File: src/rtl/qpe_pkg.sv
`timescale 1ns / 1ps
// ----------------------------------------------------------------------------
// qpe_pkg
// Types, character codes and small helpers shared by the encoder modules.
// ----------------------------------------------------------------------------
package qpe_pkg;

    // character codes
    localparam logic [7:0] CH_EQ   = 8'h3D;
    localparam logic [7:0] CH_LF   = 8'h0A;
    localparam logic [7:0] CH_CR   = 8'h0D;
    localparam logic [7:0] CH_SP   = 8'h20;
    localparam logic [7:0] CH_TAB  = 8'h09;
    localparam logic [7:0] CH_US   = 8'h5F;
    localparam logic [7:0] CH_DOT  = 8'h2E;
    localparam logic [7:0] LIT_MAX = 8'd126;   // highest byte passed literally
    localparam logic [7:0] CTL_MAX = 8'd32;    // bytes up to here are blanks/controls

    localparam logic [7:0] MAX_LINE_RESET = 8'd78;
    localparam logic [7:0] HDR_WRAP_COL   = 8'd11;  // column after a Q-word wrap
    localparam logic [3:0] HDR_WRAP_LEN   = 4'd14;  // "?=\n =?UTF-8?Q?"

    typedef enum logic [1:0] {
        WR_NONE = 2'd0,
        WR_BODY = 2'd1,
        WR_HDR  = 2'd2
    } t_wrap;

    typedef enum logic [1:0] {
        MK_LIT = 2'd0,
        MK_ESC = 2'd1,
        MK_NL  = 2'd2
    } t_main;

    // one classified input item
    typedef struct packed {
        t_wrap       wrap;   // soft break before the byte
        logic        pre;    // "=\n" ahead of a body newline after a blank
        t_main       main;   // how the byte itself goes out
        logic        close;  // closing "=\n" after the byte
        logic [7:0]  ch;     // byte (or '_' for a header space)
        logic [7:0]  col;    // column after the item
    } t_desc;

    function automatic logic [7:0] hex_char(input logic [3:0] v);
        hex_char = (v < 4'd10) ? (8'h30 + {4'd0, v}) : (8'h37 + {4'd0, v});
    endfunction

    function automatic logic [7:0] hdr_wrap_char(input logic [3:0] idx);
        logic [7:0] r;
        case (idx)
            4'd0:    r = 8'h3F;   // ?
            4'd1:    r = 8'h3D;   // =
            4'd2:    r = 8'h0A;   // LF
            4'd3:    r = 8'h20;   // space
            4'd4:    r = 8'h3D;   // =
            4'd5:    r = 8'h3F;   // ?
            4'd6:    r = 8'h55;   // U
            4'd7:    r = 8'h54;   // T
            4'd8:    r = 8'h46;   // F
            4'd9:    r = 8'h2D;   // -
            4'd10:   r = 8'h38;   // 8
            4'd11:   r = 8'h3F;   // ?
            4'd12:   r = 8'h51;   // Q
            4'd13:   r = 8'h3F;   // ?
            default: r = 8'h3F;
        endcase
        hdr_wrap_char = r;
    endfunction

    function automatic logic phrase_safe(input logic [7:0] c);
        phrase_safe = (c inside {[8'h30:8'h39], [8'h41:8'h5A], [8'h61:8'h7A],
                                 8'h21, 8'h2A, 8'h2B, 8'h2D, 8'h2F});
    endfunction

endpackage

File: src/rtl/quoted_printable_encoder_top.sv
`timescale 1ns / 1ps
// ----------------------------------------------------------------------------
// quoted_printable_encoder_top
// Quoted-printable / Q-word encoder, one input byte per item.
// ----------------------------------------------------------------------------
// The encoder emits one output character per clock while the consumer is
// ready. An input item is taken by the front end, which updates column state
// and classifies the byte; the back end then sends out its characters: one
// for a literal, three for an =XX escape, two more for a body soft break, a
// break ahead of a newline or a closing break, and fourteen more for a header
// Q-word wrap. A typical byte thus yields one to three characters, at most
// seventeen. The back end's single character per cycle sets the rate; the
// queue between the two ends lets new items be accepted while earlier ones are
// still going out, and the output register holds each character for the consumer.
// ----------------------------------------------------------------------------
module quoted_printable_encoder_top #(
    parameter int QUEUE_DEPTH = 4
) (
    input  logic        i_clk,
    input  logic        i_rst_n,
    // configuration: max_line_len
    input  logic        i_cfg_we,
    input  logic [7:0]  i_cfg_wdata,
    // input items
    input  logic        s_axis_tvalid,
    output logic        s_axis_tready,
    input  logic [23:0] s_axis_tdata,   // data_byte, next_byte, start_column
    input  logic [2:0]  s_axis_tuser,   // has_next, first_byte, from_prefix
    input  logic        s_axis_tlast,   // last_byte
    // output items
    output logic        m_axis_tvalid,
    input  logic        m_axis_tready,
    output logic [15:0] m_axis_tdata,   // out_char, end_column
    output logic        m_axis_tlast    // run_end
);
    import qpe_pkg::*;

    logic  push, q_full, q_valid, q_pop;
    t_desc f_desc, q_desc;
    logic [7:0] o_char, o_col;

    // item accepted whenever the queue has room
    assign s_axis_tready = !q_full;
    assign push          = s_axis_tvalid && !q_full;

    qpe_front u_front (
        .i_clk          (i_clk),
        .i_rst_n        (i_rst_n),
        .i_cfg_we       (i_cfg_we),
        .i_cfg_wdata    (i_cfg_wdata),
        .i_push         (push),
        .i_data_byte    (s_axis_tdata[7:0]),
        .i_next_byte    (s_axis_tdata[15:8]),
        .i_has_next     (s_axis_tuser[0]),
        .i_first_byte   (s_axis_tuser[1]),
        .i_last_byte    (s_axis_tlast),
        .i_start_column (s_axis_tdata[23:16]),
        .i_from_prefix  (s_axis_tuser[2]),
        .o_desc         (f_desc)
    );

    qpe_queue #(
        .DEPTH (QUEUE_DEPTH)
    ) u_queue (
        .i_clk   (i_clk),
        .i_rst_n (i_rst_n),
        .i_push  (push),
        .i_desc  (f_desc),
        .o_full  (q_full),
        .i_pop   (q_pop),
        .o_valid (q_valid),
        .o_desc  (q_desc)
    );

    qpe_back u_back (
        .i_clk     (i_clk),
        .i_rst_n   (i_rst_n),
        .i_q_valid (q_valid),
        .i_q_desc  (q_desc),
        .o_q_pop   (q_pop),
        .o_valid   (m_axis_tvalid),
        .i_ready   (m_axis_tready),
        .o_char    (o_char),
        .o_last    (m_axis_tlast),
        .o_col     (o_col)
    );

    assign m_axis_tdata = {o_col, o_char};

endmodule

File: src/rtl/qpe_front.sv
`timescale 1ns / 1ps
// ----------------------------------------------------------------------------
// qpe_front
// Keeps column / blank / mode state, decides wrap and byte encoding per item.
// ----------------------------------------------------------------------------
module qpe_front (
    input  logic          i_clk,
    input  logic          i_rst_n,
    input  logic          i_cfg_we,
    input  logic [7:0]    i_cfg_wdata,
    input  logic          i_push,
    input  logic [7:0]    i_data_byte,
    input  logic [7:0]    i_next_byte,
    input  logic          i_has_next,
    input  logic          i_first_byte,
    input  logic          i_last_byte,
    input  logic [7:0]    i_start_column,
    input  logic          i_from_prefix,
    output qpe_pkg::t_desc o_desc
);
    import qpe_pkg::*;

    logic [7:0] r_max, r_col;
    logic       r_pb, r_hdr;
    logic [7:0] n_col;
    logic       n_pb, n_hdr;

    logic [7:0] col_e, col_a, thresh;
    logic       pb_e, pb_a, wrap, next_eol, blank;
    logic [3:0] margin;
    logic [7:0] c;
    t_desc      d;

    assign c = i_data_byte;

    always_comb begin
        col_e = i_first_byte ? i_start_column : r_col;
        n_hdr = i_first_byte ? (i_start_column != 8'd0) : r_hdr;
        pb_e  = i_first_byte ? 1'b0 : r_pb;

        // margin from the UTF-8 lead bits
        if (c[7] == 1'b0)               margin = 4'd3;
        else if (c[7:6] == 2'b10)       margin = 4'd3;
        else if (c[7:5] == 3'b110)      margin = 4'd6;
        else if (c[7:4] == 4'b1110)     margin = 4'd9;
        else if (c[7:3] == 5'b11110)    margin = 4'd12;
        else                            margin = 4'd3;
        margin = margin + {3'd0, n_hdr};
        thresh = (r_max > {4'd0, margin}) ? (r_max - {4'd0, margin}) : 8'd0;

        wrap  = (col_e >= thresh);
        col_a = wrap ? (n_hdr ? HDR_WRAP_COL : 8'd0) : col_e;
        pb_a  = wrap ? 1'b0 : pb_e;

        next_eol = i_has_next && (i_next_byte == CH_LF || i_next_byte == CH_CR);
        blank    = (c == CH_SP) || (c == CH_TAB);

        d       = '0;
        d.wrap  = wrap ? (n_hdr ? WR_HDR : WR_BODY) : WR_NONE;
        d.ch    = c;
        d.main  = MK_ESC;
        n_col   = col_a + 8'd3;
        n_pb    = 1'b0;

        if (c > LIT_MAX || c == CH_EQ ||
            (col_a == 8'd0 && (i_from_prefix || (c == CH_DOT && next_eol)))) begin
            n_pb = blank;
        end else if (n_hdr && (c == CH_LF || c == CH_TAB || c == CH_US)) begin
            n_pb = 1'b0;
        end else if (n_hdr && c == CH_SP) begin
            d.main = MK_LIT;
            d.ch   = CH_US;
            n_col  = col_a + 8'd1;
        end else if (c <= CTL_MAX && c != CH_LF) begin
            if (blank && i_has_next && !next_eol) begin
                d.main = MK_LIT;
                n_col  = col_a + 8'd1;
                n_pb   = 1'b1;
            end
        end else if (c == CH_LF) begin
            d.main = MK_NL;
            d.pre  = pb_a;
            n_col  = 8'd0;
        end else if (n_hdr && !phrase_safe(c)) begin
            n_pb = 1'b0;
        end else begin
            d.main = MK_LIT;
            n_col  = col_a + 8'd1;
        end

        d.col   = n_col;
        d.close = i_last_byte && (n_col != 8'd0) && !n_hdr;
        o_desc  = d;
    end

    always_ff @(posedge i_clk) begin
        if (!i_rst_n) begin
            r_max <= MAX_LINE_RESET;
            r_col <= 8'd0;
            r_pb  <= 1'b0;
            r_hdr <= 1'b0;
        end else begin
            if (i_cfg_we) begin
                r_max <= i_cfg_wdata;
            end
            if (i_push) begin
                r_col <= n_col;
                r_pb  <= n_pb;
                r_hdr <= n_hdr;
            end
        end
    end

endmodule

File: src/rtl/qpe_queue.sv
`timescale 1ns / 1ps
// ----------------------------------------------------------------------------
// qpe_queue
// Small FIFO of classified items between front and back.
// ----------------------------------------------------------------------------
module qpe_queue #(
    parameter int DEPTH = 4
) (
    input  logic           i_clk,
    input  logic           i_rst_n,
    input  logic           i_push,
    input  qpe_pkg::t_desc i_desc,
    output logic           o_full,
    input  logic           i_pop,
    output logic           o_valid,
    output qpe_pkg::t_desc o_desc
);
    import qpe_pkg::*;

    localparam int AW = (DEPTH > 1) ? $clog2(DEPTH) : 1;
    localparam int CW = $clog2(DEPTH + 1);
    localparam logic [AW-1:0] LAST_PTR = AW'(DEPTH - 1);
    localparam logic [CW-1:0] FULL_CNT = CW'(DEPTH);

    t_desc         r_mem [DEPTH];
    logic [AW-1:0] r_wp, r_rp;
    logic [CW-1:0] r_cnt;

    assign o_full  = (r_cnt == FULL_CNT);
    assign o_valid = (r_cnt != '0);
    assign o_desc  = r_mem[r_rp];

    always_ff @(posedge i_clk) begin
        if (i_push) begin
            r_mem[r_wp] <= i_desc;
        end
    end

    always_ff @(posedge i_clk) begin
        if (!i_rst_n) begin
            r_wp  <= '0;
            r_rp  <= '0;
            r_cnt <= '0;
        end else begin
            if (i_push) begin
                r_wp <= (r_wp == LAST_PTR) ? '0 : r_wp + AW'(1);
            end
            if (i_pop) begin
                r_rp <= (r_rp == LAST_PTR) ? '0 : r_rp + AW'(1);
            end
            if (i_push && !i_pop) begin
                r_cnt <= r_cnt + CW'(1);
            end else if (i_pop && !i_push) begin
                r_cnt <= r_cnt - CW'(1);
            end
        end
    end

endmodule

File: src/rtl/qpe_back.sv
`timescale 1ns / 1ps
// ----------------------------------------------------------------------------
// qpe_back
// Walks a classified item, one char per cycle unless stalled, into a register.
// ----------------------------------------------------------------------------
module qpe_back (
    input  logic           i_clk,
    input  logic           i_rst_n,
    input  logic           i_q_valid,
    input  qpe_pkg::t_desc i_q_desc,
    output logic           o_q_pop,
    output logic           o_valid,
    input  logic           i_ready,
    output logic [7:0]     o_char,
    output logic           o_last,
    output logic [7:0]     o_col
);
    import qpe_pkg::*;

    typedef enum logic [3:0] {
        PH_WRAP  = 4'b0001,
        PH_PRE   = 4'b0010,
        PH_MAIN  = 4'b0100,
        PH_CLOSE = 4'b1000
    } t_phase;

    t_desc      r_desc;
    t_phase     r_phase, ph_next, ph_first;
    logic [3:0] r_idx, plen;
    logic       r_busy, done_next, issue, at_end, ch_last;
    logic [7:0] ch;
    logic       r_ovalid, r_olast;
    logic [7:0] r_ochar, r_ocol;

    assign issue = r_busy && (!r_ovalid || i_ready);

    always_comb begin
        plen      = 4'd2;
        ch        = CH_EQ;
        ph_next   = PH_MAIN;
        done_next = 1'b0;
        case (r_phase)
            PH_WRAP: begin
                if (r_desc.wrap == WR_HDR) begin
                    plen = HDR_WRAP_LEN;
                    ch   = hdr_wrap_char(r_idx);
                end else begin
                    ch = (r_idx == 4'd0) ? CH_EQ : CH_LF;
                end
                ph_next = r_desc.pre ? PH_PRE : PH_MAIN;
            end
            PH_PRE: begin
                ch      = (r_idx == 4'd0) ? CH_EQ : CH_LF;
                ph_next = PH_MAIN;
            end
            PH_MAIN: begin
                case (r_desc.main)
                    MK_ESC: begin
                        plen = 4'd3;
                        if (r_idx == 4'd0)      ch = CH_EQ;
                        else if (r_idx == 4'd1) ch = hex_char(r_desc.ch[7:4]);
                        else                    ch = hex_char(r_desc.ch[3:0]);
                    end
                    MK_NL: begin
                        plen = 4'd1;
                        ch   = CH_LF;
                    end
                    default: begin
                        plen = 4'd1;
                        ch   = r_desc.ch;
                    end
                endcase
                ph_next   = PH_CLOSE;
                done_next = !r_desc.close;
            end
            PH_CLOSE: begin
                ch        = (r_idx == 4'd0) ? CH_EQ : CH_LF;
                done_next = 1'b1;
            end
            default: begin
                done_next = 1'b1;
            end
        endcase
    end

    assign at_end  = (r_idx == plen - 4'd1);
    assign ch_last = at_end && done_next;
    assign o_q_pop = i_q_valid && (!r_busy || (issue && ch_last));

    always_comb begin
        if (i_q_desc.wrap != WR_NONE) ph_first = PH_WRAP;
        else if (i_q_desc.pre)        ph_first = PH_PRE;
        else                          ph_first = PH_MAIN;
    end

    always_ff @(posedge i_clk) begin
        if (!i_rst_n) begin
            r_busy   <= 1'b0;
            r_phase  <= PH_MAIN;
            r_idx    <= 4'd0;
            r_ovalid <= 1'b0;
        end else begin
            if (o_q_pop) begin
                r_busy  <= 1'b1;
                r_phase <= ph_first;
                r_idx   <= 4'd0;
            end else if (issue && ch_last) begin
                r_busy <= 1'b0;
            end else if (issue) begin
                if (at_end) begin
                    r_phase <= ph_next;
                    r_idx   <= 4'd0;
                end else begin
                    r_idx <= r_idx + 4'd1;
                end
            end
            if (issue) begin
                r_ovalid <= 1'b1;
            end else if (i_ready) begin
                r_ovalid <= 1'b0;
            end
        end
    end

    always_ff @(posedge i_clk) begin
        if (o_q_pop) begin
            r_desc <= i_q_desc;
        end
        if (issue) begin
            r_ochar <= ch;
            r_olast <= ch_last;
            r_ocol  <= r_desc.col;
        end
    end

    assign o_valid = r_ovalid;
    assign o_char  = r_ochar;
    assign o_last  = r_olast;
    assign o_col   = r_ocol;

endmodule

File: config.mk
export PLATFORM = sky130hd
export DESIGN_NAME = quoted_printable_encoder_top
export DESIGN_NICKNAME = d
export VERILOG_FILES = /design/src/rtl/qpe_pkg.sv /design/src/rtl/quoted_printable_encoder_top.sv /design/src/rtl/qpe_front.sv /design/src/rtl/qpe_queue.sv /design/src/rtl/qpe_back.sv
export SDC_FILE = /design/constraint.sdc
export NUM_CORES = 1
export LEC_CHECK = 0
export ABC_AREA = 1
export BUFFER_PORTS_ARGS = -buffer_cell sky130_fd_sc_hd__buf_2
export CORE_MARGIN = 10
export CORE_UTILIZATION = 45
export DETAILED_ROUTE_END_ITERATION = 16
export PLACE_DENSITY = 0.72
export RECOVER_POWER = 50
export SYNTH_ARGS = -nofsm -noshare
export SYNTH_HDL_FRONTEND = slang
export SYNTH_SLANG_ARGS = --single-unit
File: constraint.sdc
create_clock -name i_clk -period 6.6 [get_ports i_clk]
set_clock_uncertainty 0.15 [all_clocks]
set_input_delay 1.98 -clock i_clk [delete_from_list [all_inputs] [get_ports i_clk]]
set_output_delay 1.98 -clock i_clk [all_outputs]
set_load 0.01 [all_outputs]
==> metrics.md <==
| Metric | Value |
|---|---|
| I/O Pins | `60` |
| Share of the synthesized area in the top cell type | `0.431` |
| Core area | `19400 um2` |
| Global Route Usage Sum | `0.154` |
| Fraction of registers with async set/reset | `0` |
| IR drop worst, VDD | `just over 0.2 mV` |
| CTS Buf Count | `17` |
| Fmax | `between 150 and 200 MHz` |
| Final hold slack | `0.269 ns` |
| Crit-path slowest cell | `ha_1` |
| Initial antenna violation count | `0` |
| Final ANT Viol Nets | `0` |
| Iter 0 DRT Violations | `around 460` |
| Initial Util | `0.456` |
| CP bufs+invs | `4` |
| Arrival time worst endpoint | `approximately 6.4 ns` |
| Antenna cell count | `0` |
| Number of flops mapped to enable cells by yosys | `127` |
| Top-count cell post-synth | `nand2_1` |
| M2 GR Usage | `0.260` |
| Crit. End Element | `register` |
| Worst Max-Slew Pin Slew | `2.00 ns` |
| R2r startpoint | `u_back.r_phase[0]$_SDFFE_PN0P_` |
| Met1 Usage GRT | `0.194` |
| DRC violations left | `0` |
| Clock Tree Root | `clkbuf_16` |
| Outcome | `complete, but fails checks` |
| GP Congestion | `0.901` |
| CTS clk-pin slew, worst paths | `about 0.070 ns` |
| DR vias | `around 7100` |
| Grt met3 use | `0.0298` |
| CTS Buffer Depth | `2` |
| Cell Rows | `between 50 and 60` |
| Most Crowded Layer GR | `met2` |
| Die height | `~160 um` |
| Hold worst-path end | `u_back.o_col[0]$_DFFE_PP_` |
| Mapped Cells | `964` |
| Distinct cells, synth | `between 50 and 60` |
| Slowest cell delay on critical path | `0.35 ns` |
| Commonest cells post-synth | `nand2_1, edfxtp_1, nor2_1` |
| Vias in the first global route | `between 6000 and 7000` |
| P per Cell Area | `about 390 nW/um2` |
| Top FF cell, synth | `edfxtp_1` |
| First-pass GRT wire length | `32400 um` |
| Max-Cap Viols | `3` |
| Worst hold path startpoint | `u_back.r_desc[0]$_DFFE_PP_` |
| Startpoint Class | `primary input` |
| Nets | `roughly 1200` |
| Final Cycle Share | `0.967` |
| Synth Register Bits | `about 170` |
| Port buffer count | `between 50 and 60` |
| Sequential fraction of the synthesis area | `0.531` |
| Hold Crit Class | `register to register` |
| Min Clock Period, post-route | `around 6.4 ns` |
| FF-to-FF setup slack | `~1.4 ns` |
| Critical R2R Capture | `u_queue.r_cnt[1]$_SDFFE_PN0P_` |
| Number of cells on the worst reg-to-reg path | `18` |
| Routed len/inst | `roughly 15 um` |
| DRT Pass-1 Iters | `5` |
| Clock tree sinks | `between 150 and 200` |
| Layout cell share with drive strength beyond 1 | `0.222` |
| Avg Inst Size Synth | `around 9.2 um2` |
| Setup violators final | `0` |
| Synthesized net count | `roughly 1000` |
| TritonCTS clock tree | `done` |
| GRT overflow | `0` |
| Crit path max-delay family | `simple AND/OR/NAND/NOR gates` |
| Aggregate negative setup slack | `0 ns` |
| # H-tree levels | `4` |
| Largest net degree at the start of global routing | `46` |
| Worst Path Required | `~6.6 ns` |
| Area growth syn-to-layout | `20.7%` |
| Failing checks | `max-capacitance violations, max-slew violations` |
| DP Wirelength | `~14000 um` |
| Total leakage power | `approximately 4.4 nW` |
| Worst hold path depth | `0` |
| Mapped Area | `8850 um2` |
| Die area | `about 26000 um2` |
| Worst slew margin | `-0.334` |
| Number of max-slew violations in the final report | `between 100 and 150` |
| Ranking of synthesized cells by area | `edfxtp_1, dfxtp_1, nand2_1` |
| Hold Violations, Final | `0` |
| Max FO, Critical Path | `7` |
| Vias/cell | `a little over 5` |
| Clock Latency Late Sink | `approximately 0.43 ns` |
| Die width | `~160 um` |
| Syn. warnings | `0` |
| Final wirelength | `slightly above 20000 um` |
| Synth area leader | `edfxtp_1` |
| CP Class | `primary input to register` |
placed cells by master, fill, tap and decap left out, types with 9 or more instances in the layout:
cell type | Yosys | routed
a21oi_1 | 34 | 33
buf_2 | 0 | 38
buf_4 | 2 | 68
clkbuf_1 | 19 | 27
clkbuf_16 | 0 | 17
dfxtp_1 | 44 | 44
edfxtp_1 | 127 | 127
ha_1 | 37 | 29
inv_1 | 112 | 107
inv_2 | 10 | 14
nand2_1 | 172 | 163
nand2_2 | 13 | 18
nand3_1 | 46 | 45
nor2_1 | 127 | 115
nor2_2 | 6 | 15
nor2_4 | 6 | 9
o21ai_0 | 77 | 75
o21ai_1 | 11 | 12
o22ai_1 | 21 | 21
logic make-up (layout without fill, tap and decap cells):
| family | after synthesis | in the layout | synth area share |
|---|---|---|---|
| DFF | 171 | 171 | 0.531 |
| xor gates and xnor gates | 11 | 11 | 0.0109 |
| muxes | 1 | 1 | 0.00113 |
| AOI/OAI and AO/OA | 186 | 186 | 0.127 |
| buffers and inverters | 151 | 293 | 0.0689 |
| adders and majority gates | 39 | 39 | 0.0569 |
| and+or+nand+nor | 405 | 405 | 0.205 |
how the worst max path moves through the flow:
stage	startpoint	endpoint	depth (start not counted)	slack, ns
after floorplan	s_axis_tuser[1]	u_queue.r_mem[0][16]$_DFFE_PP_	31	0.03
after global placement	s_axis_tdata[18]	u_queue.r_mem[2][13]$_DFFE_PP_	36	-0.30
after detailed placement	s_axis_tdata[16]	u_queue.r_mem[1][13]$_DFFE_PP_	36	-0.49
after CTS	s_axis_tdata[16]	u_queue.r_mem[1][16]$_DFFE_PP_	38	0.03
after global routing	s_axis_tdata[18]	u_queue.r_mem[2][16]$_DFFE_PP_	39	-0.06
final	s_axis_tdata[20]	u_queue.r_mem[2][16]$_DFFE_PP_	34	0.22
cell type report:
class                      instances  area [um2]
clock inverter                    14         146
tap                              265         332
sequential                       171        4690
multi-input combinational        642        3760
fill                            1716        8720
clock buffer                      18         429
timing repair buffer             134         821
inverter                         127         492
state kept, by name, indices dropped and copies added, names as in the netlist, 2 cells and up, named ones only:
register	cells
u_queue.r_rp	2
u_front.r_max	8
u_back.r_idx	4
u_queue.r_mem	88
u_back.o_col	8
u_back.r_phase	4
u_back.o_char	8
u_front.r_col	8
u_queue.r_cnt	3
u_back.r_desc	22
u_queue.r_wp	2
through the flow:
| stage | area (um2) | util | setup slack, ns | cells | power, mW |
|---|---|---|---|---|---|
| global route | 10700 | 0.551 | -0.0648 | 1371 | 4.42 |
| CTS | 10500 | 0.540 | 0.0264 | 1364 | 4.13 |
| global placement | 9890 | 0.510 | -0.300 | 1332 | 3.10 |
| finish | 10700 | 0.551 | 0.221 | 1371 | 4.15 |
| floorplan | 8860 | - | 0.0329 | 964 | 2.66 |
| detailed placement | 9890 | 0.510 | -0.489 | 1332 | 3.15 |
where the power goes:
group | leakage, nW | internal (mW) | total, mW | switching (mW)
logic | 2.62 | 0.536 | 1.57 | 1.04
registers | 1.55 | 1.52 | 1.60 | 0.0890
clock network | 0.275 | 0.559 | 0.972 | 0.413
total | 4.45 | 2.61 | 4.15 | 1.54
per-layer routing:
metal  share of wire  vias up
li1                -     3517
met4           0.020        0
met3           0.051       32
met1            0.44     3371
met5               0        -
met2            0.49      206
what timing repair did:
item | in CTS | in global routing
gates resized for setup | 3 | 60
pin swaps | 0 | 27
setup buffers | 0 | 7
hold buffers | 0 | 0
setup endpoints to repair | 20 | 85
(Power assumes the default switching activity.)
